$ cat src/rtl/core/sha0_pkg.sv
// Shared types, constants and round functions for the SHA-0 digest core.
package sha0_pkg;

	typedef logic [31:0] word_t;

	typedef enum logic [2:0] {
		ST_IDLE,
		ST_PAD,
		ST_LEN,
		ST_ROUND,
		ST_ADD,
		ST_EMIT
	} state_t;

	localparam int NUM_WORDS = 5;
	localparam int BUF_WORDS = 16;

	localparam logic [6:0] LAST_ROUND = 7'd79;
	localparam logic [5:0] LEN_FILL = 6'd56;
	localparam logic [7:0] PAD_BYTE = 8'h80;
	localparam logic [2:0] LAST_WORD = 3'd4;
	localparam logic [63:0] BITS_PER_BYTE = 64'd8;

	localparam word_t K0 = 32'h5A827999;
	localparam word_t K1 = 32'h6ED9EBA1;
	localparam word_t K2 = 32'h8F1BBCDC;
	localparam word_t K3 = 32'hCA62C1D6;

	localparam word_t INIT_HASH [NUM_WORDS] = '{
		32'h67452301, 32'hEFCDAB89, 32'h98BADCFE, 32'h10325476, 32'hC3D2E1F0
	};

	// Byte path and schedule control for the block buffer
	typedef struct packed {
		logic        byte_en;
		logic [7:0]  byte_val;
		logic [5:0]  fill;
		logic        len_en;
		logic [63:0] bit_len;
		logic        shift;
	} buf_ctl_t;

	// Round unit control
	typedef struct packed {
		logic       start;
		logic       step;
		logic       finish;
		logic       reinit;
		logic [6:0] round;
	} rnd_ctl_t;

	function automatic word_t round_f(logic [6:0] r, word_t b, word_t c, word_t d);
		word_t f;
		if (r < 7'd20) begin
			f = (b & c) | (~b & d);
		end else if (r < 7'd40) begin
			f = b ^ c ^ d;
		end else if (r < 7'd60) begin
			f = (b & c) | (b & d) | (c & d);
		end else begin
			f = b ^ c ^ d;
		end
		return f;
	endfunction

	function automatic word_t round_k(logic [6:0] r);
		word_t k;
		if (r < 7'd20) begin
			k = K0;
		end else if (r < 7'd40) begin
			k = K1;
		end else if (r < 7'd60) begin
			k = K2;
		end else begin
			k = K3;
		end
		return k;
	endfunction

endpackage

$ cat src/rtl/core/sha0_message_digest.sv
// A byte that completes a block starts a compression: 80 rounds on the shared round unit,
// one round per cycle, then the chaining add. No byte is accepted during a compression.
// End of message: padding bytes, one per cycle, up to offset 56, then the length words,
// one or two compressions, then five digest transactions; ready is low throughout.
// Reset: chaining value to the standard initial values, counts cleared, buffer left as is.
module sha0_message_digest import sha0_pkg::*; (
	input  logic        clk,
	input  logic        arst_n,
	input  logic        valid,
	output logic        ready,
	input  logic [7:0]  data_byte,
	input  logic        byte_valid,
	input  logic        end_of_message,
	output logic        digest_valid,
	input  logic        digest_ready,
	output logic [31:0] digest_word,
	output logic [2:0]  word_index,
	output logic        last_word
);

	state_t      state_q, state_d;
	logic [5:0]  fill_q;
	logic [5:0]  fill_inc;
	logic [63:0] bitlen_q;
	logic [6:0]  round_q;
	logic [2:0]  word_q;
	logic        pad_q;
	logic        pad_first_q;
	logic        final_q;

	buf_ctl_t buf_ctl;
	rnd_ctl_t rnd_ctl;
	word_t    w;
	word_t    h [NUM_WORDS];

	logic in_fire;
	logic out_fire;

	assign fill_inc = fill_q + 6'd1;
	assign in_fire  = valid && ready;
	assign out_fire = digest_valid && digest_ready;

	sha0_buf u_buf (
		.clk (clk),
		.ctl (buf_ctl),
		.w   (w)
	);

	sha0_round u_round (
		.clk    (clk),
		.arst_n (arst_n),
		.ctl    (rnd_ctl),
		.w      (w),
		.h      (h)
	);

	always_ff @(posedge clk or negedge arst_n) begin
		if (!arst_n) begin
			state_q <= ST_IDLE;
		end else begin
			state_q <= state_d;
		end
	end

	always_comb begin
		state_d      = state_q;
		ready        = 1'b0;
		digest_valid = 1'b0;

		buf_ctl          = '0;
		buf_ctl.fill     = fill_q;
		buf_ctl.bit_len  = bitlen_q;
		rnd_ctl          = '0;
		rnd_ctl.round    = round_q;

		unique case (state_q)
			ST_IDLE: begin
				ready = 1'b1;
				buf_ctl.byte_val = data_byte;
				if (valid) begin
					buf_ctl.byte_en = byte_valid;
					if (byte_valid && fill_inc == 6'd0) begin
						rnd_ctl.start = 1'b1;
						state_d = ST_ROUND;
					end else if (end_of_message) begin
						state_d = ST_PAD;
					end
				end
			end
			ST_PAD: begin
				buf_ctl.byte_en  = 1'b1;
				buf_ctl.byte_val = pad_first_q ? PAD_BYTE : 8'h00;
				if (fill_inc == 6'd0) begin
					rnd_ctl.start = 1'b1;
					state_d = ST_ROUND;
				end else if (fill_inc == LEN_FILL) begin
					state_d = ST_LEN;
				end
			end
			ST_LEN: begin
				buf_ctl.len_en = 1'b1;
				rnd_ctl.start  = 1'b1;
				state_d = ST_ROUND;
			end
			ST_ROUND: begin
				rnd_ctl.step  = 1'b1;
				buf_ctl.shift = 1'b1;
				if (round_q == LAST_ROUND) begin
					state_d = ST_ADD;
				end
			end
			ST_ADD: begin
				rnd_ctl.finish = 1'b1;
				if (final_q) begin
					state_d = ST_EMIT;
				end else if (pad_q) begin
					state_d = ST_PAD;
				end else begin
					state_d = ST_IDLE;
				end
			end
			ST_EMIT: begin
				digest_valid = 1'b1;
				if (digest_ready && word_q == LAST_WORD) begin
					rnd_ctl.reinit = 1'b1;
					state_d = ST_IDLE;
				end
			end
			default: begin
				state_d = ST_IDLE;
			end
		endcase
	end

	always_ff @(posedge clk or negedge arst_n) begin
		if (!arst_n) begin
			fill_q      <= '0;
			bitlen_q    <= '0;
			round_q     <= '0;
			word_q      <= '0;
			pad_q       <= 1'b0;
			pad_first_q <= 1'b0;
			final_q     <= 1'b0;
		end else begin
			if (in_fire) begin
				if (byte_valid) begin
					fill_q   <= fill_inc;
					bitlen_q <= bitlen_q + BITS_PER_BYTE;
				end
				pad_q       <= end_of_message;
				pad_first_q <= end_of_message;
			end
			if (state_q == ST_PAD) begin
				fill_q      <= fill_inc;
				pad_first_q <= 1'b0;
			end
			if (state_q == ST_LEN) begin
				final_q <= 1'b1;
			end
			if (state_q == ST_ROUND) begin
				round_q <= (round_q == LAST_ROUND) ? 7'd0 : round_q + 7'd1;
			end
			if (out_fire) begin
				if (word_q == LAST_WORD) begin
					// start the next message from a clean state
					word_q   <= '0;
					fill_q   <= '0;
					bitlen_q <= '0;
					pad_q    <= 1'b0;
					final_q  <= 1'b0;
				end else begin
					word_q <= word_q + 3'd1;
				end
			end
		end
	end

	always_comb begin
		case (word_q)
			3'd0:    digest_word = h[0];
			3'd1:    digest_word = h[1];
			3'd2:    digest_word = h[2];
			3'd3:    digest_word = h[3];
			default: digest_word = h[4];
		endcase
	end

	assign word_index = word_q;
	assign last_word  = (word_q == LAST_WORD);

	a_no_overlap: assert property (@(posedge clk) disable iff (!arst_n)
		!(ready && digest_valid))
		else $error("input taken while digest is being delivered");

	a_back_to_idle: assert property (@(posedge clk) disable iff (!arst_n)
		(digest_valid && digest_ready && last_word) |=> (ready && fill_q == 6'd0))
		else $error("core not cleared after final digest word");

	a_word_range: assert property (@(posedge clk) disable iff (!arst_n)
		digest_valid |-> (word_index <= LAST_WORD))
		else $error("digest word index out of range");

	a_round_range: assert property (@(posedge clk) disable iff (!arst_n)
		(state_q == ST_ROUND) |-> (round_q <= LAST_ROUND))
		else $error("round counter out of range");

endmodule

$ cat src/rtl/core/sha0_buf.sv
// Block buffer: big-endian byte packing, length words and the rolling message schedule.
module sha0_buf import sha0_pkg::*; (
	input  logic     clk,
	input  buf_ctl_t ctl,
	output word_t    w
);

	word_t buf_q [BUF_WORDS];

	logic [3:0] idx;
	logic [1:0] lane;
	word_t      byte_word;
	word_t      next_w;

	assign idx  = ctl.fill[5:2];
	assign lane = ctl.fill[1:0];
	assign byte_word = {24'b0, ctl.byte_val} << {2'd3 - lane, 3'b000};

	// w[r+16] from the window holding w[r] .. w[r+15]
	assign next_w = buf_q[13] ^ buf_q[8] ^ buf_q[2] ^ buf_q[0];

	always_ff @(posedge clk) begin
		if (ctl.shift) begin
			for (int i = 0; i < BUF_WORDS - 1; i++) begin
				buf_q[i] <= buf_q[i + 1];
			end
			buf_q[BUF_WORDS - 1] <= next_w;
		end else if (ctl.len_en) begin
			buf_q[14] <= ctl.bit_len[63:32];
			buf_q[15] <= ctl.bit_len[31:0];
		end else if (ctl.byte_en) begin
			// lane zero starts a fresh word
			if (lane == 2'd0) begin
				buf_q[idx] <= byte_word;
			end else begin
				buf_q[idx] <= buf_q[idx] | byte_word;
			end
		end
	end

	assign w = buf_q[0];

endmodule

$ cat src/rtl/core/sha0_round.sv
// Shared compression round unit and chaining value registers.
module sha0_round import sha0_pkg::*; (
	input  logic     clk,
	input  logic     arst_n,
	input  rnd_ctl_t ctl,
	input  word_t    w,
	output word_t    h [NUM_WORDS]
);

	word_t a_q, b_q, c_q, d_q, e_q;
	word_t h_q [NUM_WORDS];
	word_t t;

	assign t = {a_q[26:0], a_q[31:27]} + round_f(ctl.round, b_q, c_q, d_q) + e_q + w
		+ round_k(ctl.round);

	always_ff @(posedge clk) begin
		if (ctl.start) begin
			a_q <= h_q[0];
			b_q <= h_q[1];
			c_q <= h_q[2];
			d_q <= h_q[3];
			e_q <= h_q[4];
		end else if (ctl.step) begin
			e_q <= d_q;
			d_q <= c_q;
			c_q <= {b_q[1:0], b_q[31:2]};
			b_q <= a_q;
			a_q <= t;
		end
	end

	always_ff @(posedge clk or negedge arst_n) begin
		if (!arst_n) begin
			h_q <= INIT_HASH;
		end else if (ctl.reinit) begin
			h_q <= INIT_HASH;
		end else if (ctl.finish) begin
			h_q[0] <= h_q[0] + a_q;
			h_q[1] <= h_q[1] + b_q;
			h_q[2] <= h_q[2] + c_q;
			h_q[3] <= h_q[3] + d_q;
			h_q[4] <= h_q[4] + e_q;
		end
	end

	assign h = h_q;

endmodule
$ cat config.mk
export PLATFORM = sky130hd
export DESIGN_NAME = sha0_message_digest
export DESIGN_NICKNAME = d
export VERILOG_FILES = /design/src/rtl/core/sha0_pkg.sv /design/src/rtl/core/sha0_message_digest.sv /design/src/rtl/core/sha0_buf.sv /design/src/rtl/core/sha0_round.sv
export SDC_FILE = /design/constraint.sdc
export NUM_CORES = 2
export LEC_CHECK = 0
export ABC_AREA = 1
export BUFFER_PORTS_ARGS = -buffer_cell sky130_fd_sc_hd__buf_2
export CORE_MARGIN = 2
export CORE_UTILIZATION = 45
export CTS_CLUSTER_DIAMETER = 40
export DETAILED_ROUTE_END_ITERATION = 10
export SLEW_MARGIN = 20
export SYNTH_ARGS = -nofsm -noshare
export SYNTH_HDL_FRONTEND = slang
export SYNTH_SLANG_ARGS = --single-unit
$ cat constraint.sdc
create_clock -name clk -period 16.29 [get_ports clk]
set_clock_uncertainty 0.2 [all_clocks]
set_input_delay 1.629 -clock clk [delete_from_list [all_inputs] [get_ports clk]]
set_output_delay 1.629 -clock clk [all_outputs]
set_load 0.005 [all_outputs]
Word level (Yosys, flattened, before mapping):

Memory sizes are Yosys's and may differ from the RTL's.
Cells that the tools add are included.

* bits in registers: 406
* memory bits (writable): 512
* bits of input ports: 14
* output and inout bits: 38
* memories kept: 1

* add/subtract/negate cells: 14
* $lt $le $gt $ge: 3
* equal/unequal tests: 16
* shifts and indexed selects: 1
* muxes and demuxes: 83
* bitwise operators: 17
* reductions and logical operators: 13

Memories
* u_buf.buf_q: words 16, bits a word 32, rd ports 17, clocked after memory_dff 0, write ports 16, line sha0_buf.sv:8 `word_t buf_q [BUF_WORDS];`

Operators by type and width (number)
* $mux 32: 19
* $mux 160: 2
* $add 32x32->32: 9
* $mux 64: 4
* $xor 32x32->32: 5
* $and 32x32->32: 4
* $or 32x32->32: 4
* $pmux 32 s4: 1
* $add 64x4->64 const B: 1
* $mux 1: 36
* $not 32->32: 1
* $reduce_or 32->1: 1
* $shl 8x5->32: 1
* $mux 31: 1
* $mux 6: 5
* $mux 3: 9
* $pmux 3 s6: 1
* $pmux 9 s2: 1
* $lt 7x6->1 const B: 2
* $eq 3x2->1 const B: 4
* $eq 3x3->1 const B: 3
* $mux 8: 1
* $add 7x1->7 const B: 1
* $eq 7x7->1 const B: 1
* 18 further kinds: 30

Logic depth before layout (Yosys ltp):

* word-level depth: 12
* mapped depth: 27

By module:

A second synthesis with hierarchy kept.

* cell total of the unflattened synthesis: 8898
* area, all modules: 64564.4 um2

By module, submodules not included
* sha0_buf: instances 1, cells an instance 3989, area an instance 29826.1 um2, sequential area each 15374.7 um2
* sha0_round: instances 1, cells an instance 4037, area an instance 28742.6 um2, sequential area each 8908.5 um2
* sha0_message_digest: instances 1, cells an instance 872, area an instance 5995.8 um2, sequential area each 2077.0 um2

Least setup slack after synthesis:

OpenSTA, ideal clock, no wires.

* path kind: input to register
* start: in byte_valid
* end: reg u_round.a_q[0], enable pin
* setup time: 0.526 ns
* arrival: 6.074 ns
* data required time: 15.564 ns
* setup slack: 9.489 ns
* cell stages on the path: 9
* buffers on the path: 3
* path through: nand2_1 -> nor2_8 -> inv_2 -> nor2_1 -> nor2_2 -> buf_4 -> buf_4 -> buf_4 -> nand2_1

* word-level cells in the longest chain between the ends: 5

Ends and longest elaborated chain
* start: declaration: line sha0_message_digest.sv:12 `input logic byte_valid,`
* $logic_and 1x1->1: line sha0_message_digest.sv:82 `if (byte_valid && fill_inc == 6'd0) begin`
* $mux 1: line sha0_message_digest.sv:82
* $mux 1: line sha0_message_digest.sv:80 `if (valid) begin`
* $pmux 1 s3: line sha0_message_digest.sv:76 `unique case (state_q)`
* $reduce_bool 2->1 (no source line)
* end signal: assignment: line sha0_round.sv:19 `a_q <= h_q[0];`
* end signal: assignment: line sha0_round.sv:29 `a_q <= t;`
* end: declaration: line sha0_round.sv:10 `word_t a_q, b_q, c_q, d_q, e_q;`

Every way passes these cells.
A chain may end at the register's enable or synchronous reset.

Worst setup path in the final report:

* start: reg round_q[4]
* end: reg u_round.a_q[17] (data pin)

* word-level cells in the longest chain between the ends: 10
* elaborated cells between the ends (all ways): 15
* those cells by class: 4 x add/sub; 3 x order compare; 8 x mux

Ends and longest elaborated chain
* start: declaration: line sha0_message_digest.sv:25 `logic [6:0] round_q;`
* start signal: assignment: line sha0_message_digest.sv:161 `round_q <= (round_q == LAST_ROUND) ? 7'd0 : round_q + 7'd1;`
* $lt 7x6->1: line sha0_pkg.sv:58, sha0_pkg.sv:72
* $mux 32: line sha0_pkg.sv:58 `end else if (r < 7'd60) begin`
* $mux 32: line sha0_pkg.sv:56 `end else if (r < 7'd40) begin`
* $mux 32: line sha0_pkg.sv:54 `if (r < 7'd20) begin`
* $add 32x32->32 (3 in a row): line sha0_round.sv:14 `assign t = {a_q[26:0], a_q[31:27]} + round_f(ctl.round, b_q, c_q, d_q) + e_q + w`
* $add 32x32->32 *: line sha0_round.sv:15 `+ round_k(ctl.round);`
* $mux 32 *: line sha0_round.sv:24 `end else if (ctl.step) begin`
* $mux 32 *: line sha0_round.sv:18 `if (ctl.start) begin`

Mark *: on every way between the ends. The rest lies on a longest branch, timed or not. The select of a mux whose other input is x is not followed.

==> results.txt <==
Status = finished clean
R2r startpoint = round_q[4]
Total GRT Usage = 41.0%
DIE AREA = 142,000 um^2
EDFF count, synth = 672
Initial Utilization = 45.5%
Routed Antenna Nets = 0
CTS tree = built
Hold Crit Depth = 2
Period utilisation layout = 35.1%
Worst rel slew slack = 16.2%
Pwr per Cell Area = 223 nW/um^2
Synth cell types = 48
1st-iter DRT viols = 8,378
Total CTS buffers = 176
Routed vias = 60.9k
# nets final = 8,582
Die Wd = 377 um
WHS = 0.319 ns
Final Instance Area = 70,700 um^2
Hold EP = u_round.h[50]
Hold Startpoint = u_round.h[50]
WP data required = 16.64 ns
Critical path class = flop to flop
CTS Sinks = 915
IO buf count = 51
First-pass GRT wire length = 416 mm
# DRC = 0
Hold Buf Count CTS = 0
FF-to-FF path depth = 25
Flop-to-flop setup slack = 10.56 ns
Leak = 34.6 nW
Worst-path clk slew = 0.05 ns
Number of I/O pins = 52
Unrepaired setup endpoints after global routing = false
Final HPWL DP = 224 mm
Ys async rst share = 26.6%
Worst r2r dst = u_round.a_q[17]
Grt total ovfl = 0
Placer Congestion = 1.05
Ys flop type = edfxtp_1
Setup_tns = 0 ns
Largest net degree at the start of global routing = 165
Vias in the first global route = 56.5k
Post-CTS sizing = 0
Post-synthesis register bit count = 915
Startpoint Class = flop
Cells after Synth = 8,229
# Post-CTS Setup Buffers = 0
Register area share after synthesis = 42.1%
# rows = 136
Share of cells above drive strength 1 = 7.26%
Placed cell area = 64,400 um^2
H-Tree Level Count = 4
MaxCap Viol Count = 0
Syn-to-layout area delta = 12.8%
Crit path max fanout = 36
Initial antenna violation count = 7
Most common cell after layout, fill and taps aside = nand2_1
Vias/cell = 6.00
Clock latency on the worst-skew pair = 0.83 ns
Routed len/inst = 29.1 um
Commonest non-fill, non-tap cells in the layout = nand2_1 (3,376), inv_1 (838), edfxtp_1 (672)
Max Freq = 175 MHz
Die Height = 377 um
First-pass DRT Iterations = 8
Worst-Margin Slew = 1.25 ns
Core Box Area = 138,000 um^2
Clk root buf = clkbuf_16
Net Count, Synth = 8,596
Min-delay worst type = flop to flop
Count of final max-slew check failures = 0
Placed cell count = 9,831
Final Setup Violations = 0
Critical path arrival = 6.08 ns
Synth warn = 0
Routed WL = 296 mm
CP Capture Type = flop
Clk buf depth = 3
Crit path time final = 5.73 ns
Max IR drop VDD = 229 uV
Cell Area, Synth = 62,700 um^2
Hold violation count in the final report = 0
Fin cells = 10.2k
Avg Inst Size Synth = 7.62 um^2
==> metrics by stage <==
stage / util [%] / worst slack (ns) / power, W
4_1_cts: 51.3 / 10.68 / 0.0157
6_report: 51.3 / 10.56 / 0.0158
2_1_floorplan: - / 9.49 / 0.00895
3_5_place_dp: 46.7 / 10.65 / 0.0118
5_1_grt: 51.3 / 10.20 / 0.0169
3_3_place_gp: 46.7 / 10.68 / 0.0118
==> worst max path at each step <==
stage,startpoint,to,slack [ns],cells after the start
after floorplan,byte_valid,u_round.a_q[0],9.49,9
after global placement,round_q[4],u_round.a_q[31],10.68,25
after detailed placement,round_q[4],u_round.a_q[17],10.65,25
after CTS,round_q[4],u_round.a_q[17],10.68,25
after global routing,round_q[4],u_round.a_q[17],10.20,25
final,round_q[4],u_round.a_q[17],10.56,25
==> critical path, stage by stage, from the launching register on <==
cell,delay [ns]
dfrtp_1,0.44
o21ai_0,0.28
nand2_1,0.08
buf_4,0.22
nand2_1,0.11
buf_4,0.42
o22ai_1,0.13
a21oi_1,0.19
fa_1,0.44
inv_1,0.08
fa_1,0.42
fa_1,0.44
inv_1,0.07
ha_1,0.22
inv_1,0.08
fa_1,0.50
inv_1,0.12
nand2_1,0.06
nand3_1,0.24
nand2_1,0.09
nand2_1,0.12
inv_1,0.07
nor2_1,0.14
o21ai_0,0.10
nand3_1,0.10
nand2_1,0.06
==> synth_stat cells (3+ instances only) <==
cell type | number | area, um^2
nand2_1 | 3383 | 12700
inv_1 | 840 | 3150
edfxtp_1 | 672 | 20200
nor2_1 | 442 | 1660
nand3_1 | 364 | 1820
a21oi_1 | 338 | 1690
o21ai_0 | 282 | 1410
a22oi_1 | 256 | 1920
ha_1 | 229 | 2870
dfrtp_1 | 163 | 4080
clkbuf_1 | 158 | 593
buf_2 | 124 | 621
fa_1 | 124 | 2480
xor2_1 | 103 | 902
nand4_1 | 97 | 607
o22ai_1 | 87 | 544
dfstp_2 | 80 | 2100
nor3_1 | 66 | 330
o211ai_1 | 59 | 443
xnor2_1 | 58 | 508
a221oi_1 | 32 | 280
o21ai_1 | 32 | 160
nand3b_1 | 28 | 210
inv_2 | 23 | 86.3
o21bai_1 | 23 | 173
buf_4 | 21 | 158
or2_2 | 20 | 125
nor2_2 | 19 | 119
nor4_1 | 17 | 106
buf_1 | 14 | 52.6
buf_6 | 11 | 124
o221ai_1 | 9 | 78.8
a31oi_1 | 8 | 50.1
and2_1 | 8 | 50.1
o21a_1 | 8 | 60.1
a21o_1 | 7 | 52.6
nand2_2 | 6 | 37.5
nor3b_1 | 4 | 30.0
and3_1 | 3 | 18.8
clkinv_1 | 3 | 11.3
==> cells by family after synthesis <==
group / after synthesis / synth area share, %
AND/OR/NAND/NOR: 4460 / 28.5
XOR/XNOR: 161 / 2.25
AO/OA/AOI/OAI: 1146 / 11.0
adder cells (fa/ha/maj): 353 / 8.53
buffers and inverters: 1194 / 7.66
flip-flops: 915 / 42.1
==> layer usage <==
layer  part of all wire (%)  vias up  routed length [um]  track usage, %
li1                       -    27100                   -               -
met1                     39    29000              114000            53.6
met2                     42     4061              125000            60.2
met3                     12      786               36000            12.0
met4                    7.0       10               20700            24.0
met5                  0.022        -                  66               0
==> registers in the layout, summed over array words and instances (netlist names) <==
name and flops:
u_round.d_q 32, bitlen_q 61, pad_q 1, u_buf.buf_q 512, word_index 3, state_q 3, u_round.h 160, pad_first_q 1
fill_q 6, u_round.c_q 32, u_round.b_q 32, final_q 1, round_q 7, u_round.a_q 32, u_round.e_q 32
==> cell type report <==
class / instances / area (um^2)
Multi-Input combinational cell: 6120 / 31600
Tap cell: 1794 / 2240
Timing Repair Buffer: 136 / 970
Antenna cell: 2 / 5.00
Clock buffer: 200 / 4590
Clock inverter: 132 / 1660
Sequential cell: 915 / 26400
Fill cell: 13400 / 67100
Inverter: 866 / 3250
==> report_power, final <==
group | internal [W] | switching [W] | leakage, nW
Combinational | 0.00279 | 0.00550 | 21.0
Clock | 0.00246 | 0.00142 | 2.99
Sequential | 0.00300 | 0.000629 | 10.6
Note: power is estimated with default switching activity, not from simulation.
